### src/tea_block_encrypt_alt_delta_macros.svh
// Assertion helpers shared by the RTL.
`ifndef TEA_BLOCK_ENCRYPT_ALT_DELTA_MACROS_SVH
`define TEA_BLOCK_ENCRYPT_ALT_DELTA_MACROS_SVH

// Same-cycle implication, disabled while reset is asserted.
`define TBE_ASSERT_IMP(label, clk, rst_n, ante, cons, msg) \
  label: assert property (@(posedge clk) disable iff (!rst_n) (ante) |-> (cons)) \
    else $error(msg);

// Next-cycle implication, disabled while reset is asserted.
`define TBE_ASSERT_NEXT(label, clk, rst_n, ante, cons, msg) \
  label: assert property (@(posedge clk) disable iff (!rst_n) (ante) |=> (cons)) \
    else $error(msg);

`endif

### src/tbe_pkg.sv
package tbe_pkg;

  localparam int unsigned WordW = 32;

  // Round constant, one below the textbook value on purpose.
  localparam logic [WordW-1:0] ROUND_DELTA = 32'h9E37_79B8;

  localparam int unsigned ShiftLeft  = 4;
  localparam int unsigned ShiftRight = 5;

  typedef logic [WordW-1:0] word_t;

  typedef struct packed {
    word_t right;
    word_t left;
  } block_t;

  typedef enum logic [1:0] {
    CFG_KEY0 = 2'd0,
    CFG_KEY1 = 2'd1,
    CFG_KEY2 = 2'd2,
    CFG_KEY3 = 2'd3
  } cfg_reg_e;

endpackage

### src/tbe_stage.sv
// One half round: updates the left word from the right word, then swaps
// the halves so every stage has the same shape.
module tbe_stage (
  input  logic           clk_i,
  input  logic           rst_ni,
  input  logic           en_i,
  input  logic           valid_i,
  input  tbe_pkg::block_t blk_i,
  input  tbe_pkg::word_t ka_i,
  input  tbe_pkg::word_t kb_i,
  input  tbe_pkg::word_t sum_i,
  output logic           valid_o,
  output tbe_pkg::block_t blk_o
);

  logic            valid_q;
  tbe_pkg::block_t blk_q;
  tbe_pkg::block_t blk_d;
  tbe_pkg::word_t  mix;

  always_comb begin
    mix = ((blk_i.right << tbe_pkg::ShiftLeft) + ka_i)
        ^ (blk_i.right + sum_i)
        ^ ((blk_i.right >> tbe_pkg::ShiftRight) + kb_i);
    blk_d.left  = blk_i.right;
    blk_d.right = blk_i.left + mix;
  end

  always_ff @(posedge clk_i or negedge rst_ni) begin
    if (!rst_ni) begin
      valid_q <= 1'b0;
    end else if (en_i) begin
      valid_q <= valid_i;
    end
  end

  always_ff @(posedge clk_i) begin
    if (en_i && valid_i) begin
      blk_q <= blk_d;
    end
  end

  assign valid_o = valid_q;
  assign blk_o   = blk_q;

endmodule
### config.mk
export PLATFORM = sky130hd
export DESIGN_NAME = tbe_stage
export DESIGN_NICKNAME = d
export VERILOG_FILES = /design/src/tea_block_encrypt_alt_delta_macros.svh /design/src/tbe_pkg.sv /design/src/tbe_stage.sv
export SDC_FILE = /design/constraint.sdc
export NUM_CORES = 1
export LEC_CHECK = 0
export BUFFER_PORTS_ARGS = -buffer_cell sky130_fd_sc_hd__buf_2
export CELL_PAD_IN_SITES_DETAIL_PLACEMENT = 1
export CELL_PAD_IN_SITES_GLOBAL_PLACEMENT = 2
export CORE_ASPECT_RATIO = 2
export CORE_MARGIN = 4
export CORE_UTILIZATION = 25
export CTS_CLUSTER_DIAMETER = 80
export CTS_CLUSTER_SIZE = 12
export DETAILED_ROUTE_END_ITERATION = 10
export PLACE_DENSITY = 0.69
export SLEW_MARGIN = 10
export SYNTH_ARGS = -nofsm -noshare
export SYNTH_HDL_FRONTEND = slang
export SYNTH_SLANG_ARGS = --single-unit
### constraint.sdc
create_clock -name clk_i -period 0.8 [get_ports clk_i]
set_input_delay 0 -clock clk_i [delete_from_list [all_inputs] [get_ports clk_i]]
set_output_delay 0 -clock clk_i [all_outputs]
set_load 0.01 [all_outputs]
==> results of run 1 <==
==> cell usage in the layout, fill, tap and decap left out, types with 10 or more instances in the layout <==
cell           count
xnor2_2           31
a21oi_1           64
a21o_1            51
ha_4              19
inv_1             17
a21oi_2           27
nand4_1           11
dlygate4sd3_1     24
nor2_2            10
nor2_1            33
xor2_1            24
nand3_1           20
xnor2_1          105
o21ai_2           12
nand2_1           44
o21ai_1           13
buf_4            394
edfxtp_1          64
o21ai_0           31
ha_1             100
buf_6             52
o21a_1            16
a21oi_4           13
buf_2            219
==> power by group <==
part | leakage, nW | switching [mW] | internal, mW
logic | 6.45 | 16.1 | 18.2
clock network | 0.132 | 1.89 | 2.12
registers | 0.613 | 0.195 | 5.23
==> final timing paths <==
check / end / slack (ps) / depth (start not counted)
max: blk_o[62]$_DFFE_PP_ / -3470 / 25
min: blk_o[32]$_DFFE_PP_ / -100 / 2
max reg2reg: valid_o$_DFFE_PN0P_ / 60 / 1
min reg2reg: valid_o$_DFFE_PN0P_ / 510 / 1
max in group asynchronous: valid_o$_DFFE_PN0P_ / 240 / 3
min in group asynchronous: valid_o$_DFFE_PN0P_ / 460 / 3
==> per-stage QoR <==
stage | cells | TNS (ps) | power (mW)
final | 2035 | -85120 | 43.72
after global routing | 2034 | -91250 | 46.42
after CTS | 1997 | -80720 | 39.86
after detailed placement | 1939 | -97840 | 30.99
after global placement | 1939 | -94940 | 30.51
after floorplan | 902 | -76060 | 18.62
==> cells by family after synthesis <==
family                     after synthesis
AOI/OAI and AO/OA                      305
xor gates and xnor gates               175
adders and majority gates              125
buffers and inverters                   25
DFF                                     65
muxes                                    1
and+or+nand+nor                        206
==> per-layer routing <==
metal	global-route usage, %	vias up
met2	46.85	290
met1	16.80	4736
li1	-	4779
met3	3.399	132
met4	14.62	8
met5	0	-
==> flip-flops by register name, summed over array words and instances, names as in the netlist <==
signal and flops:
blk_o 64, valid_o 1
==> repair_timing <==
action                     in CTS  in global routing
hold endpoints to repair       23                  1
resized for setup             199                100
pin swaps                     108                106
setup endpoints to repair      97                 97
buffers inserted               24                 48
==> cell type report <==
cell class | count | area [sq um] | share of cell area [%]
repair buffers | 694 | 4975 | 32.21
clock buffers | 9 | 225.2 | 1.458
multi-input cells | 812 | 7634 | 49.42
flip-flops and latches | 65 | 1947 | 12.60
well taps | 427 | 534.3 | 3.459
diodes | 2 | 5.005 | 0.03240
clock inverters | 7 | 55.05 | 0.3564
inverters | 19 | 71.32 | 0.4617
==> impl_results.md, run 1 <==
- Cell variety after synth: 70
- Post-placement setup slack: -4042 ps
- Layout fillers: between 3k and 4k
- Clk root buf: clkbuf_16
- RSZ-0062 raised after global routing: yes
- Total wire length: about 42 mm
- Mapped Area: 8230 sq um
- Setup Skew: 0 ps
- Vias per inst: between 4 and 5
- Initial Utilization: between 20% and 30%
- Synth Area in Simple Gates: 12.48%
- Post-layout min period: between 4000 and 5000 ps
- Worst path slowest cell: fa_2
- Placed cell area: between 10,000 and 15,000 sq um
- Synth top cells by count: 145 x xnor2_1, 121 x ha_1, 101 x a21oi_1
- Syn avg cell area: 9.125 sq um
- Slowest stage delay, CP: 370 ps
- Cts bufs inserted: 9
- Core area: 32,350 sq um
- Worst Path Required: a little over 900 ps
- Critical Path AT: 4400 ps
- Crit path kind: in2reg
- Post-synth top area share: 23.35%
- Max Used Layer: met5
- Setup crit start: blk_i[32]
- PortBufs: ~230
- Synth Net Count: 1,191
- Initial antenna violation count: 6
- Synth Area in Compound Gates: 24.23%
- Largest net degree at the start of global routing: 35
- Synth Flop Type: edfxtp_1
- Most common cell in the synthesized netlist: xnor2_1
- Final Wtd Congestion: 0.9148
- Register area share after synthesis: 23.65%
- HP Class: in2reg
- Post-DR wirelength/cell: 20.54 microns
- First-pass GRT wire length: 59.48 mm
- Top cells by area, synth: edfxtp_1 23%, ha_1 18%, xnor2_1 15%
- WP buf/inv: 5
- Worst-path clk slew: 70 ps
- Dpl hpwl: 34.22 mm
- Aggregate global-route resource usage: 22.00%
- Grt ovf: 0
- Leakage: ~7 nW
- Worst setup SP type: primary input
- Worst r2r src: valid_o$_DFFE_PN0P_
- Endpoints failing setup: 96
- Vias in the first global route: 11.12k
- CTS Buffer Depth: 2
- Hold slack: -100.3 ps
- Post-Synthesis Cells: 902
- Top delay family on crit path: compound AO/OA/AOI/OAI gates
- Slew @ Worst Pin: 549.5 ps
- Design area: roughly 15,000 sq um
- DRT Pass-1 Iters: 4
- Yosys warnings: 0
- Clk Latency, worst-skew pair: 380 ps
- Adder-Cell Fraction of Synth Area: 19.37%
- Mux contribution to synthesized area: 0.1368%
- M1 wire length: 11.70 mm
- Min-delay src: blk_i[0]
- Die ar.: between 30,000 and 40,000 sq um
- Final period util: 534.0%
- Max-Cap Viols: 0
- Yosys reg bits: 65
- Maximum clock rate: 234.1 MHz
- Area growth syn-to-layout: 87.67%
- Cell taking the most area after synthesis: edfxtp_1
- I/O pin count: about 230
- Metal3 WL: approximately 1.5 mm
- Failing checks: hold timing, setup timing
- Die Y: 264.6 microns
- Post-synth EDFFs: 64
- H-tree depth: 3
- Xor/xnor cell area share of the yosys netlist: 18.96%
- Worst setup EP type: flop
- Hold Fails Final Rpt: 1
- Nets: 1,890
- CTS tree: built
- Final WS setup: -3472 ps
- Max IR drop VDD: 1381 uV
- Core Util, Final: 47.75%
- Crit path max fanout: 4
- Routed length on met2: 25.29 mm
- Sink Count: 65
- Residual DRC: 0
- Slew Limit Fails: 0
- Status: finished with violations
- Chip width: 136.3 microns
- Layout cells sized above 1: 55.42%
- Main combinational cell family by area after synthesis: compound AO/OA/AOI/OAI gates
- Relative max-transition margin: 63.08%
- Via count: 9,945
- Post-route ant nets: 0
- Iter 0 DRT Violations: 268
- Power density cells: 2830 nW/um^2
- CTS Hold Bufs: 24
- Ys async rst share: 1.538%
- Num rows: 93
Note: power is estimated with default switching activity, not from simulation.
==> run 2: changes to the inputs <==
clock period = 3.6 ns   (was 0.8 ns; I/O delays follow)
==> run 2 against run 1 <==
The run ends with setup timing left. Wire length shrank 4.0%. Non-clock buffer count shrank 77. Die area is the same. Register-to-register slack gained 2200 ps. Total power shrank 80%.
==> impl_results.md, run 2 (synthesis results as in run 1) <==
- Status: finished with violations
- Failing checks: setup timing
- Grt ovf: 0 (unchanged)
- Leakage: 6.626 nW (-7.9%)
- Crit path max fanout: 3 (-1)
- I/O pin count: 229 (unchanged)
- Hold Fails Final Rpt: 0 (-1)
- Aggregate global-route resource usage: 21.52% (-0.49 points)
- Cts bufs inserted: 9 (unchanged)
- Total wire length: 40.13 mm (-4.0%)
- Post-DR wirelength/cell: 20.48 microns (-0.33%)
- Final WS setup: -699.6 ps (+2772 ps)
- Post-route ant nets: 0 (unchanged)
- CTS tree: built
- Initial Utilization: 25.44% (unchanged)
- Worst r2r src: valid_o$_DFFE_PN0P_
- Gate power share: 74.9% (-3.5 points)
- Nets: 1,813 (-4.1%)
- Slew @ Worst Pin: 952.2 ps (+402.7 ps)
- RR Endpoint: valid_o$_DFFE_PN0P_
- DRT Pass-1 Iters: 4 (unchanged)
- First-pass GRT wire length: 57.97 mm (-2.6%)
- Dpl hpwl: 33.36 mm (-2.5%)
- Area growth syn-to-layout: 72.88%
- Slew Limit Fails: 0 (unchanged)
- Worst-path clk slew: 70 ps (about the same)
- Num rows: 93 (unchanged)
- Setup crit start: blk_i[32]
- PortBufs: 228 (unchanged)
- Final Wtd Congestion: 0.9029 (-1.3%)
- Maximum clock rate: 232.6 MHz
- Core area: 32,350 sq um (unchanged)
- Pwr Total: 8.916 mW (-80%)
- Via count: 9,606 (-3.4%)
- Sink Count: 65 (unchanged)
- Reg power frac: 13.5% (+1.1 points)
- HP Class: in2reg
- Residual DRC: 0 (unchanged)
- Placed cells: 1,875 (-3.3%)
- Reg-to-reg slack, setup: 2290 ps (+2230 ps)
- Hold endpoint: blk_o[22]$_DFFE_PP_
- Cell count of the worst hold path: 2 (unchanged)
- Clk root buf: clkbuf_16
- Layout cells sized above 1: 49.51% (-5.9 points)
- Critical Path AT: 4420 ps (+20 ps)
- Crit path kind: in2reg
- Switching share of power: 41.10% (-0.45 points)
- Core Util, Final: 43.99% (-3.8 points)
- Layout fillers: 3,869 (+1.5%)
- Worst Path Required: 3720 ps (+2790 ps)
- Final period util: 119.4%
- Setup Skew: 0 ps (unchanged)
- Commonest non-fill, non-tap cell in the layout: buf_4
- Largest net degree at the start of global routing: 65 (+86%)
- Commonest cells after routing, fill and taps aside: 347 x buf_4, 222 x buf_2, 119 x xnor2_1, 107 x ha_1, 69 x a21oi_1
- Power density cells: 626.6 nW/um^2 (-78%)
- Switching power: 3.664 mW (-80%)
- Die Y: 264.6 microns (unchanged)
- Clock network fraction of total power: 11.6% (+2.4 points)
- Vias in the first global route: 10.68k (-4.0%)
- Min-delay src: blk_i[54]
- Initial antenna violation count: 5 (-1)
- Max-Cap Viols: 0 (unchanged)
- Vias per inst: 4.901 (+0.29%)
- Layout Cells excl Fill: 1,960 (-3.7%)
- Die ar.: 36,070 sq um (unchanged)
- Worst setup EP type: flop
- Worst Reg-to-Reg Cells: 2 (+1)
- Chip width: 136.3 microns (unchanged)
- Post-layout min period: 4300 ps
- H-tree depth: 3 (unchanged)
- Design internal power: 5.252 mW (-79%)
- Endpoints failing setup: 15 (-84%)
- Setup TNS Final: -5468 ps (+79,660 ps)
- RSZ-0062 raised after global routing: yes
- Clk Latency, worst-skew pair: 370 ps (about the same)
- Number of flip-flops in the largest register: 64 (unchanged)
- Max IR drop VDD: 289.1 uV (-79%)
- Iter 0 DRT Violations: 237 (-12%)
- CTS Buffer Depth: 2 (unchanged)
- Relative max-transition margin: 36.52% (-27 points)
- Worst setup SP type: primary input
-- run 2: final cells by class --
class | instances | area [sq um] | share of cell area, %
multi-input combinational | 812 | 7101 | 49.90
sequential | 65 | 1947 | 13.68
inverter | 19 | 71.32 | 0.5012
clock inverter | 7 | 102.6 | 0.7211
timing repair buffer | 617 | 4238 | 29.78
tap | 427 | 534.3 | 3.755
antenna | 4 | 10.01 | 0.07035
clock buffer | 9 | 225.2 | 1.583
-- run 2: worst max-delay path by stage --
| stage | to | slack [ps] |
|---|---|---|
| 6_report | blk_o[62]$_DFFE_PP_ | -700 |
| 5_1_grt | blk_o[63]$_DFFE_PP_ | -870 |
| 4_1_cts | blk_o[63]$_DFFE_PP_ | -660 |
| 3_5_place_dp | blk_o[63]$_DFFE_PP_ | -1190 |
| 3_3_place_gp | blk_o[61]$_DFFE_PP_ | -1080 |
| 2_1_floorplan | blk_o[63]$_DFFE_PP_ | -500 |
-- run 2: worst max-delay path, stage by stage --
cell and delay (ps):
buf_8 100, ha_4 150, fa_2 350, a21o_1 190
a22oi_2 240, buf_4 180, a21oi_4 50, a21o_1 170
a21oi_2 160, o21ai_2 90, a21o_1 170, a21oi_2 170
o221ai_2 140, xor2_2 180, ha_1 330, and3_4 160
buf_4 130, a221o_1 330, a21oi_2 150, nor2b_1 80
a2111o_1 400, a31o_1 260, a21oi_2 130, xnor2_1 80
-- run 2: power by group through the flow --
stage	Sequential (mW)	Clock, mW	Combinational, mW
2_1_floorplan	1.32	0	2.80
3_3_place_gp	1.22	0	5.38
3_5_place_dp	1.23	0	5.49
4_1_cts	1.21	1.07	6.19
5_1_grt	1.22	1.10	7.21
6_report	1.21	1.04	6.68
-- run 2: stage by stage --
| step | worst slack [ps] | instance area, sq um | hold WS, ps |
|---|---|---|---|
| global placement | -1083 | 12400 | -225.1 |
| detailed placement | -1193 | 12400 | -224.1 |
| CTS | -659.1 | 13710 | 0.05554 |
| floorplan | -498.9 | 8325 | -295.6 |
| finish | -699.6 | 14230 | 6.229 |
| global route | -865.7 | 14230 | 3.047 |
-- run 2: routing by layer --
metal / vias to the layer above / track usage [%] / wire length, microns
met5: - / 0 / 13
met4: 2 / 15.43 / 3096
met3: 120 / 3.551 / 1482
met2: 265 / 45.14 / 24200
met1: 4606 / 16.39 / 11340
li1: 4613 / - / -
-- run 2: timing repair --
item / CTS / global route
gates resized for setup: 115 / 64
setup endpoints to repair: 17 / 16
endpoints found under the hold margin: 22 / 1
hold buffers: 24 / 1
pin swaps: 75 / 84
setup buffers: 23 / 28
